==> config.mk <==
export PLATFORM = sky130hd
export DESIGN_NAME = audio_playback_buffer_control_core
export DESIGN_NICKNAME = d
export VERILOG_FILES = /design/src/apbc_pkg.sv /design/src/apbc_ctrl.sv /design/src/apbc_out_queue.sv /design/src/audio_playback_buffer_control_core.sv
export SDC_FILE = /design/constraint.sdc
export NUM_CORES = 1
export LEC_CHECK = 0
export BUFFER_PORTS_ARGS = -buffer_cell sky130_fd_sc_hd__buf_4
export CORE_UTILIZATION = 55
export DETAILED_ROUTE_END_ITERATION = 8
export PLACE_DENSITY = 0.78
export SYNTH_ARGS = -nofsm -noshare
export SYNTH_HDL_FRONTEND = slang
export SYNTH_SLANG_ARGS = --single-unit
==> constraint.sdc <==
create_clock -name clk_i -period 7.2 [get_ports clk_i]
set_input_delay 0 -clock clk_i [delete_from_list [all_inputs] [get_ports clk_i]]
set_output_delay 0 -clock clk_i [all_outputs]
set_load 0.01 [all_outputs]
==> src/apbc_pkg.sv <==
`timescale 1ns / 1ps
// ----------------------------------------------------------------------------
// apbc_pkg
// Shared codes, result type and the volume-to-gain table of the playback
// buffer control core.
// ----------------------------------------------------------------------------
package apbc_pkg;

  localparam int unsigned VolumeSteps   = 100;
  localparam int unsigned GainIdxW      = $clog2(VolumeSteps + 1);
  localparam int unsigned DefaultVolume = VolumeSteps / 2;

  localparam logic [63:0] Ln2Q30 = 64'd744261118;

  // request kinds, codes above sample act as tick
  localparam logic [2:0] ReqStart  = 3'd0;
  localparam logic [2:0] ReqStop   = 3'd1;
  localparam logic [2:0] ReqVolume = 3'd2;
  localparam logic [2:0] ReqTick   = 3'd3;
  localparam logic [2:0] ReqSample = 3'd4;

  localparam logic [1:0] ModeIdle      = 2'd0;
  localparam logic [1:0] ModeBuffering = 2'd1;
  localparam logic [1:0] ModeRunning   = 2'd2;

  localparam logic [1:0] RepNone      = 2'd0;
  localparam logic [1:0] RepBuffering = 2'd1;
  localparam logic [1:0] RepRunning   = 2'd2;
  localparam logic [1:0] RepStopped   = 2'd3;

  localparam logic [3:0] CfgLowWatermark  = 4'd0;
  localparam logic [3:0] CfgHighWatermark = 4'd1;

  typedef struct packed {
    logic [1:0]         mode;
    logic               output_enable;
    logic [1:0]         report;
    logic               rate_load;
    logic [17:0]        rate_out;
    logic               sample_valid;
    logic signed [15:0] scaled_sample;
    logic               last_result;
  } result_t;

  typedef struct packed {
    logic    valid;
    logic    two;
    result_t first;
    result_t second;
  } push_t;

  typedef logic [VolumeSteps:0][15:0] gain_tbl_t;

  // unsigned long division, shift and subtract, table build only
  function automatic logic [63:0] udiv64(logic [63:0] num, logic [63:0] den);
    logic [64:0] rem;
    logic [63:0] quo;
    rem = '0;
    quo = '0;
    for (int i = 63; i >= 0; i--) begin
      rem = {rem[63:0], num[i]};
      if (rem >= {1'b0, den}) begin
        rem    = rem - {1'b0, den};
        quo[i] = 1'b1;
      end
    end
    return quo;
  endfunction

  // q15 gain of 1e-3 * exp(6.908 * v / steps), exact integer series
  function automatic logic [15:0] gain_for(int unsigned v);
    logic [63:0] x;
    logic [63:0] n;
    logic [63:0] r;
    logic [63:0] sum;
    logic [63:0] term;
    logic [63:0] g;
    if (v == 0) begin
      return 16'd0;
    end
    x = udiv64((64'd6908 * 64'(v)) << 30, 64'd1000 * 64'(VolumeSteps));
    n = udiv64(x, Ln2Q30);
    r = x - n * Ln2Q30;
    sum  = 64'd1 << 30;
    term = 64'd1 << 30;
    for (int k = 1; k <= 24; k++) begin
      term = udiv64((term * r) >> 30, 64'(k));
      sum  = sum + term;
    end
    if (n > 64'd12) begin
      return 16'h7fff;
    end
    g = udiv64((sum * 64'd32768) << n, 64'd1000 << 30);
    return (g > 64'd32767) ? 16'h7fff : g[15:0];
  endfunction

  function automatic gain_tbl_t build_gain_table();
    gain_tbl_t t;
    for (int v = 0; v <= VolumeSteps; v++) begin
      t[v] = gain_for(v);
    end
    return t;
  endfunction

  localparam gain_tbl_t GainTable = build_gain_table();

endpackage

==> src/apbc_ctrl.sv <==
`timescale 1ns / 1ps
// ----------------------------------------------------------------------------
// apbc_ctrl
// Input register, mode and gain state, watermark hysteresis and sample
// scaling; hands one or two results per item to the output queue.
// ----------------------------------------------------------------------------
module apbc_ctrl (
  input  logic                  clk_i,
  input  logic                  rst_ni,
  input  logic                  in_valid_i,
  output logic                  in_ready_o,
  input  logic [2:0]            req_type_i,
  input  logic [17:0]           rate_request_i,
  input  logic [7:0]            volume_percent_i,
  input  logic [15:0]           fill_level_i,
  input  logic signed [15:0]    sample_in_i,
  input  logic                  buffer_end_i,
  input  logic                  cfg_valid_i,
  input  logic [3:0]            cfg_addr_i,
  input  logic [15:0]           cfg_data_i,
  input  logic                  room_i,
  output apbc_pkg::push_t       push_o
);
  import apbc_pkg::*;

  logic               in_valid_q;
  logic [2:0]         req_q;
  logic [17:0]        rate_q;
  logic [7:0]         vol_q;
  logic [15:0]        fill_q;
  logic signed [15:0] sample_q;
  logic               bend_q;

  logic [15:0] low_wm_q;
  logic [15:0] high_wm_q;
  logic [1:0]  mode_q, mode_d, mode_a;
  logic        en_q, en_d, en_a;
  logic [15:0] gain_q, gain_d;

  logic               fire;
  logic               check;
  logic [1:0]         report;
  logic [1:0]         rep2;
  logic               rate_load;
  logic               sample_valid;
  logic signed [31:0] product;
  logic [GainIdxW-1:0] gain_idx;

  assign fire       = in_valid_q && room_i;
  assign in_ready_o = !in_valid_q || room_i;

  always_ff @(posedge clk_i or negedge rst_ni) begin
    if (!rst_ni) begin
      in_valid_q <= 1'b0;
    end else if (in_ready_o) begin
      in_valid_q <= in_valid_i;
    end
  end

  always_ff @(posedge clk_i) begin
    if (in_ready_o && in_valid_i) begin
      req_q    <= req_type_i;
      rate_q   <= rate_request_i;
      vol_q    <= volume_percent_i;
      fill_q   <= fill_level_i;
      sample_q <= sample_in_i;
      bend_q   <= buffer_end_i;
    end
  end

  always_ff @(posedge clk_i or negedge rst_ni) begin
    if (!rst_ni) begin
      low_wm_q  <= 16'd16384;
      high_wm_q <= 16'd49152;
    end else if (cfg_valid_i) begin
      if (cfg_addr_i == CfgLowWatermark) begin
        low_wm_q <= cfg_data_i;
      end else if (cfg_addr_i == CfgHighWatermark) begin
        high_wm_q <= cfg_data_i;
      end
    end
  end

  always_ff @(posedge clk_i or negedge rst_ni) begin
    if (!rst_ni) begin
      mode_q <= ModeIdle;
      en_q   <= 1'b0;
      gain_q <= GainTable[DefaultVolume];
    end else if (fire) begin
      mode_q <= mode_d;
      en_q   <= en_d;
      gain_q <= gain_d;
    end
  end

  assign gain_idx = (vol_q > 8'(VolumeSteps)) ? GainIdxW'(VolumeSteps)
                                              : vol_q[GainIdxW-1:0];
  assign product  = sample_q * $signed({1'b0, gain_q});

  always_comb begin
    mode_a       = mode_q;
    en_a         = en_q;
    gain_d       = gain_q;
    report       = RepNone;
    rate_load    = 1'b0;
    sample_valid = 1'b0;
    check        = 1'b1;
    case (req_q)
      ReqStart: begin
        if (mode_q == ModeIdle) begin
          mode_a    = ModeBuffering;
          report    = RepBuffering;
          rate_load = 1'b1;
        end
      end
      ReqStop: begin
        if (mode_q != ModeIdle) begin
          mode_a = ModeIdle;
          en_a   = 1'b0;
          report = RepStopped;
        end
      end
      ReqVolume: begin
        gain_d = GainTable[gain_idx];
      end
      ReqSample: begin
        sample_valid = (mode_q == ModeRunning);
        check        = bend_q;
      end
      default: begin
      end
    endcase

    mode_d = mode_a;
    en_d   = en_a;
    rep2   = RepNone;
    if (check) begin
      if (mode_a == ModeBuffering && fill_q > high_wm_q) begin
        mode_d = ModeRunning;
        en_d   = 1'b1;
        rep2   = RepRunning;
      end else if (mode_a == ModeRunning && fill_q < low_wm_q) begin
        mode_d = ModeBuffering;
        en_d   = 1'b0;
        rep2   = RepBuffering;
      end
    end

    push_o.valid                = fire;
    push_o.two                  = (rep2 != RepNone);
    push_o.first.mode           = mode_a;
    push_o.first.output_enable  = en_a;
    push_o.first.report         = report;
    push_o.first.rate_load      = rate_load;
    push_o.first.rate_out       = rate_load ? rate_q : 18'd0;
    push_o.first.sample_valid   = sample_valid;
    push_o.first.scaled_sample  = sample_valid ? product[30:15] : 16'sd0;
    push_o.first.last_result    = (rep2 == RepNone);
    push_o.second.mode          = mode_d;
    push_o.second.output_enable = en_d;
    push_o.second.report        = rep2;
    push_o.second.rate_load     = 1'b0;
    push_o.second.rate_out      = 18'd0;
    push_o.second.sample_valid  = 1'b0;
    push_o.second.scaled_sample = 16'sd0;
    push_o.second.last_result   = 1'b1;
  end

endmodule

==> src/apbc_out_queue.sv <==
`timescale 1ns / 1ps
// ----------------------------------------------------------------------------
// apbc_out_queue
// Four-entry result queue; takes up to two results per cycle and drives
// one result beat per cycle to the output side while out_ready_i is high.
// ----------------------------------------------------------------------------
module apbc_out_queue (
  input  logic              clk_i,
  input  logic              rst_ni,
  input  apbc_pkg::push_t   push_i,
  output logic              room_o,
  output logic              out_valid_o,
  input  logic              out_ready_i,
  output apbc_pkg::result_t out_o
);
  import apbc_pkg::*;

  result_t     entry_q [4];
  logic [1:0]  wr_ptr_q;
  logic [1:0]  rd_ptr_q;
  logic [2:0]  count_q;
  logic        pop;
  logic [2:0]  push_n;

  assign pop         = out_valid_o && out_ready_i;
  assign out_valid_o = (count_q != 3'd0);
  assign out_o       = entry_q[rd_ptr_q];
  // room for two more after this cycle's pop
  assign room_o      = (count_q <= 3'd2) || ((count_q == 3'd3) && pop);
  assign push_n      = push_i.valid ? (push_i.two ? 3'd2 : 3'd1) : 3'd0;

  always_ff @(posedge clk_i) begin
    if (push_i.valid) begin
      entry_q[wr_ptr_q] <= push_i.first;
      if (push_i.two) begin
        entry_q[wr_ptr_q + 2'd1] <= push_i.second;
      end
    end
  end

  always_ff @(posedge clk_i or negedge rst_ni) begin
    if (!rst_ni) begin
      wr_ptr_q <= 2'd0;
      rd_ptr_q <= 2'd0;
      count_q  <= 3'd0;
    end else begin
      wr_ptr_q <= wr_ptr_q + push_n[1:0];
      if (pop) begin
        rd_ptr_q <= rd_ptr_q + 2'd1;
      end
      count_q <= count_q + push_n - {2'b00, pop};
    end
  end

endmodule

==> src/audio_playback_buffer_control_core.sv <==
`timescale 1ns / 1ps
// ----------------------------------------------------------------------------
// audio_playback_buffer_control_core
// Playback controller: idle/buffering/running modes with watermark
// hysteresis and q15 volume scaling of samples.
// path: input beat registered in apbc_ctrl, then written to the output queue
// throughput: one input beat per cycle while the queue has room; one result
// beat per cycle while m_axis_tready is high, so two-result items take two beats
// reset: idle, output disabled, gain of half volume, watermarks 16384/49152
// ----------------------------------------------------------------------------
module audio_playback_buffer_control_core (
  input  logic        clk_i,
  input  logic        rst_ni,
  input  logic        s_axis_tvalid,
  output logic        s_axis_tready,
  // rate_request[17:0], volume_percent[25:18], fill_level[41:26],
  // sample_in[57:42], zero[63:58]
  input  logic [63:0] s_axis_tdata,
  // req_type[2:0]
  input  logic [2:0]  s_axis_tuser,
  input  logic        s_axis_tlast,
  output logic        m_axis_tvalid,
  input  logic        m_axis_tready,
  // mode[1:0], output_enable[2], rate_out[20:3], scaled_sample[36:21],
  // zero[39:37]
  output logic [39:0] m_axis_tdata,
  // report[1:0], rate_load[2], sample_valid[3]
  output logic [3:0]  m_axis_tuser,
  output logic        m_axis_tlast,
  input  logic        cfg_valid_i,
  output logic        cfg_ready_o,
  input  logic [3:0]  cfg_addr_i,
  input  logic [15:0] cfg_data_i
);
  import apbc_pkg::*;

  push_t   push;
  logic    room;
  result_t res;

  assign cfg_ready_o = 1'b1;

  apbc_ctrl u_ctrl (
    .clk_i            (clk_i),
    .rst_ni           (rst_ni),
    .in_valid_i       (s_axis_tvalid),
    .in_ready_o       (s_axis_tready),
    .req_type_i       (s_axis_tuser),
    .rate_request_i   (s_axis_tdata[17:0]),
    .volume_percent_i (s_axis_tdata[25:18]),
    .fill_level_i     (s_axis_tdata[41:26]),
    .sample_in_i      (s_axis_tdata[57:42]),
    .buffer_end_i     (s_axis_tlast),
    .cfg_valid_i      (cfg_valid_i),
    .cfg_addr_i       (cfg_addr_i),
    .cfg_data_i       (cfg_data_i),
    .room_i           (room),
    .push_o           (push)
  );

  apbc_out_queue u_out_queue (
    .clk_i       (clk_i),
    .rst_ni      (rst_ni),
    .push_i      (push),
    .room_o      (room),
    .out_valid_o (m_axis_tvalid),
    .out_ready_i (m_axis_tready),
    .out_o       (res)
  );

  assign m_axis_tdata = {3'b000, res.scaled_sample, res.rate_out,
                         res.output_enable, res.mode};
  assign m_axis_tuser = {res.sample_valid, res.rate_load, res.report};
  assign m_axis_tlast = res.last_result;

endmodule
* After elaboration in Yosys (flattened, before gate mapping)
Memories as Yosys holds them, arrays and structs flattened. A register that Yosys moved wholly into a read port is not among the register bits.
Index checks and enable logic that the tools add are counted.
** Storage, ports and cells
- Memory bits (writable) :: 168
- Latch bits :: 0
- Input port bits :: 93
- Memories kept :: 2
- Logic and storage cells :: 86
- Output and inout bits :: 48
- Memory bits (read-only) :: 2048
- Bits in registers :: 105
** Operators by class
- Add/sub/neg operators :: 5
- Muxes and demuxes :: 31
- Reductions and logical operators :: 20
- Bitwise logic cells :: 1
- Equal/unequal tests :: 8
- Divide/modulo/power cells :: 0
- Shifts and indexed selects :: 0
- Multiply operators :: 1
- Order comparisons :: 4
** Memories
- (no name shown) :: depth 128, bits a word 16, read ports 1, clocked after Yosys merged registers in 1, write ports 0, RTL line apbc_ctrl.sv:124 : gain_d = GainTable[gain_idx];
- u_out_queue.entry_q :: depth 4, bits a word 42, read ports 1, clocked after Yosys merged registers in 0, write ports 2, RTL line apbc_out_queue.sv:18 : result_t entry_q [4];
** Operator list (count)
- multiplier 16 x 17 -> 31 bit :: 1
- 2-to-1 mux 18 bit :: 1
- 2-to-1 mux 2 bit :: 9
- > comparator 16 bit :: 1
- less-than comparator 16 bit :: 1
- 2-to-1 mux 1 bit :: 16
- 2-to-1 mux 16 bit :: 1
- > comparator 8 x 7 -> 1 bit (second input constant) :: 1
- case mux 2 bit (2 select lines) :: 2
- 2-to-1 mux 7 bit :: 1
- equality test 3 x 2 -> 1 bit (second input constant) :: 2
- logical AND 1 bit :: 6
- adder 2 x 1 -> 2 bit (second input constant) :: 2
- equality test 2 bit (second input constant) :: 2
- equality test 4 x 1 -> 1 bit (second input constant) :: 1
- logical NOT 2 bit :: 2
- logical NOT 4 bit :: 1
- AND reduction 2 bit :: 2
- nonzero test 2 bit :: 2
- adder 3 bit :: 1
- equality test 3 x 1 -> 1 bit (second input constant) :: 1
- equality test 3 bit (second input constant) :: 1
- <= comparator 3 x 2 -> 1 bit (second input constant) :: 1
- logical NOT 3 bit :: 1
- 9 further kinds :: 11

* Depth between registers and ports, before layout
- Depth after elaboration :: 13
- Depth in mapped cells :: 22
- Depth with buffers taken out :: 21

* Modules after synthesis
From an unflattened synthesis, not the netlist that was laid out.
** Unflattened totals
- Cell total of the unflattened synthesis :: 2113
- Area total of the unflattened synthesis :: 23729.0 sq um
** By module, submodules not included
- apbc_ctrl :: cells each 1654, area an instance 14929.3 sq um, times used 1
- apbc_out_queue :: cells each 453, area an instance 8762.2 sq um, times used 1
- audio_playback_buffer_control_core :: cells each 6, area an instance 37.5 sq um, times used 1

* Least setup slack after synthesis
OpenSTA, ideal clock, no wires.
- Kind :: reg2reg
- Start :: register u_ctrl.gain_q[10]
- End :: memory u_out_queue.entry_q[0][14] in the netlist's numbering
- Data arrival time :: 5.816 ns
- Required time :: 7.138 ns
- Period minus slack after synthesis :: 5.878 ns
- Cell stages (with the launch flop) :: 19
- Slack :: 1.322 ns
- Cell sequence :: dfstp_2 -> clkbuf_1 -> nand2_1 -> fa_1 -> fa_1 -> inv_1 -> fa_1 -> fa_1 -> fa_1 -> inv_1 -> fa_1 -> inv_1 -> ha_1 -> and3_1 -> a41oi_1 -> o311ai_0 -> a21o_1 -> o311ai_0 -> a22o_1
** RTL lines
- from (decl) :: RTL line apbc_ctrl.sv:38 : logic [15:0] gain_q, gain_d;
- to (decl) :: RTL line apbc_out_queue.sv:18

==> flow_summary.ini <==
[outcome]
status = finished, final reports clean

[floorplan]
num_rows = 71
start_util_pct = 56.2
dieArea_sq_um = 39500
io_pins = 141
coreArea_sq_um = 37800
dieWidth_microns = 199
die_h_microns = 199

[cts]
clock_latency_ns = 0.57
ctsResizeCount = 0
cts-buffers-inserted = 29
cts-htree-levels = 1
clk_path_buf_depth = 3
ctsHoldBuffers = 103
root_buffer = clkbuf_16
cts_setup_buffers = 0
path_clk_slew_ns = 0.06
cts_sinks = 288
cts_tree = built

[final_layout]
fillers = 2892
nNetsFinal = 2658
layout_common_cells = 278 x inv_1, 207 x nand2_1, 180 x fa_1
drive_above_1_share_pct = 13.2
syn2layout_area_growth_pct = 15.4
layout_commonest_cell = inv_1

[worst_setup_path]
crit_buf_inv = 5
end_kind = flop
reg2reg_depth = 21
crit_start = u_ctrl.sample_q[7]
worstSetupEndpoint = u_out_queue.entry_q[0][10]
cp_num_cells = 21
slowest_stage = edfxtp_1
worstSetupPathType = reg -> reg
critPathTopFamily = adder cells
slowest_delay_ns = 0.76
crit_chain = nand2_1 -> fa_1 -> inv_1 -> fa_1 -> inv_1 -> fa_1 -> inv_1 -> fa_1 -> fa_1 -> inv_1 -> fa_1 -> inv_1 -> ha_1 -> nand2_1 -> o21ai_0 -> o21ai_0 -> o21ai_0 -> o31a_1 -> a21oi_1 -> xnor2_1 -> a22o_1
cp.arrival_ns = 7.12
crit_top_cell = fa_1
cp_max_fo = 15
r2r_slack_ns = 0.58
worstReg2RegEnd = u_out_queue.entry_q[0][10]
timing.rr.start = u_ctrl.sample_q[7]
critPathLaunchType = flop
critPathRequiredTime_ns = 7.70

[synthesis]
synth_edf_count = 82
ys_seq_elements = 288
postSynthCellCount = 2062
async_reset_ff_share_pct = 20.1
syn_area_per_cell_sq_um = 10.3
yosysWarnings = 0
ys_types = 80
yosysSeqAreaShare_pct = 32.3
synth_ff_type = dfxtp_1
syn_area_sq_um = 21300

[sta]
timing.fmax_mhz = 151
maxSlewHeadroom_pct = 29.7
finalSetupTns_ns = 0
hold_viol = 0
finalSetupViolCount = 0
slew_viol_final = 0
fin_skew_ns = 0.0124
period_share_pct = 92.0
rsz0062_at_grt = false
tightest_slew_ns = 1.05
period_needed_ns = 6.62

[run]
cap_violations = 0

[drt]
dr.first_iter.drc_count = 1329
vias = 16600
ant_nets = 0
drt-pass1-iter-count = 5
wirelength_microns = 56000
wl_per_cell_microns = 20.3
via_per_inst = 6.03
route.detailed.drc = 0

[place]
place_congestion = 0.955
io_buffers = 130
dpl.hpwl_microns = 37600

[worst_hold_path]
min_path_type = in -> reg

[global_routing]
antenna_found_initial = 1
grt_pass1_wl_microns = 90800
grt_use_total_pct = 29.0
grt_pass1_vias = 17600
grt_start_max_net_pins = 78
grt-ovfl-total = 0
## metrics by stage
step / instances / cell area [sq um] / util [%] / hold WS (ns) / setup slack (ns)
2_1_floorplan: 2064 / 21300 / - / -0.296 / 1.32
3_3_place_gp: 2601 / 22600 / 59.6 / 0.114 / 0.792
3_5_place_dp: 2601 / 22600 / 59.6 / 0.123 / 0.703
4_1_cts: 2758 / 24600 / 64.9 / 0.00126 / 0.628
5_1_grt: 2759 / 24600 / 64.9 / 0.0344 / 0.195
6_report: 2759 / 24600 / 64.9 / 0.00406 / 0.577
## sequential cells by signal, indices dropped and copies added (netlist names), 3 cells and up
register             count
u_out_queue.count_q      3
u_ctrl.rate_q           18
u_ctrl.fill_q           16
u_ctrl.sample_q         16
u_ctrl.low_wm_q         16
u_ctrl.high_wm_q        16
u_ctrl.req_q             3
u_out_queue.entry_q    168
u_ctrl.gain_q           15
u_ctrl.vol_q             8
## cell type report
type	instances	area, sq um	area share (%)
multi-input cells	1365	12800	52.1
well taps	511	639	2.60
repair buffers	261	2220	9.02
clock inverters	13	141	0.575
inverters	279	1050	4.26
clock buffers	41	841	3.42
diodes	1	2.50	0.0102
flip-flops and latches	288	6890	28.0
## synth_stat cells, types with 5 or more instances
library cell	n	share of area, %
a211oi_1	18	0.63
a21o_1	30	1.1
a21oi_1	53	1.2
a22o_1	59	2.4
a31oi_1	13	0.38
a32o_1	73	3.4
and2_1	114	3.4
and3_1	5	0.15
buf_1	10	0.18
buf_2	16	0.38
buf_4	6	0.21
buf_6	6	0.32
clkbuf_1	94	1.7
dfrtp_1	52	6.1
dfstp_2	6	0.74
dfxtp_1	148	14
edfxtp_1	82	12
fa_1	180	17
ha_1	161	9.5
inv_1	278	4.9
mux2_2	22	1.2
mux4_2	42	4.4
nand2_1	207	3.7
nand2b_1	17	0.50
nand3_1	22	0.52
nand4_1	8	0.24
nor2_1	54	0.95
nor2b_1	12	0.35
nor3_1	16	0.38
nor4_1	5	0.15
o2111ai_1	6	0.25
o211ai_1	12	0.42
o21a_1	6	0.21
o21ai_0	91	2.1
o22ai_1	13	0.38
o2bb2ai_1	13	0.54
xnor2_1	20	0.82
xor2_1	6	0.25
## tightest hold or removal path, stage by stage
cell and delay, ns:
buf_4 0.09, nor4_2 0.04, buf_4 0.22, o21ai_0 0.18
## cells by family after synthesis
group	synth area share, %
xor gates and xnor gates	1.07
muxes	5.80
adders and majority gates	26.4
other	0.0353
DFF	32.3
and+or+nand+nor	10.7
buffers and inverters	7.66
AOI/OAI and AO/OA	16.0
## worst min path at each step
stage | cells after the start | to | start | slack (ns)
CTS | 4 | u_ctrl.low_wm_q[1] | cfg_addr_i[0] | 0.001
detailed placement | 1 | u_ctrl.en_q | rst_ni | 0.12
floorplan | 0 | u_ctrl.en_q | rst_ni | -0.30
global placement | 1 | u_ctrl.in_valid_q | rst_ni | 0.11
global route | 4 | u_ctrl.low_wm_q[3] | cfg_addr_i[1] | 0.03
finish | 4 | u_ctrl.low_wm_q[4] | cfg_addr_i[1] | 0.004
## per-layer routing
metal  up-vias  global-route usage (%)  routed length, microns
met3       146                    4.49                    4140
met4         0                    9.66                    1860
li1       7468                       -                       -
met2       703                    51.5                   28400
met5         -                       0                       0
met1      8330                    35.9                   21600
Power is left out: the tool's default activity adds up to more than one toggle a clock period on the data nets, which glitch-free logic cannot reach.
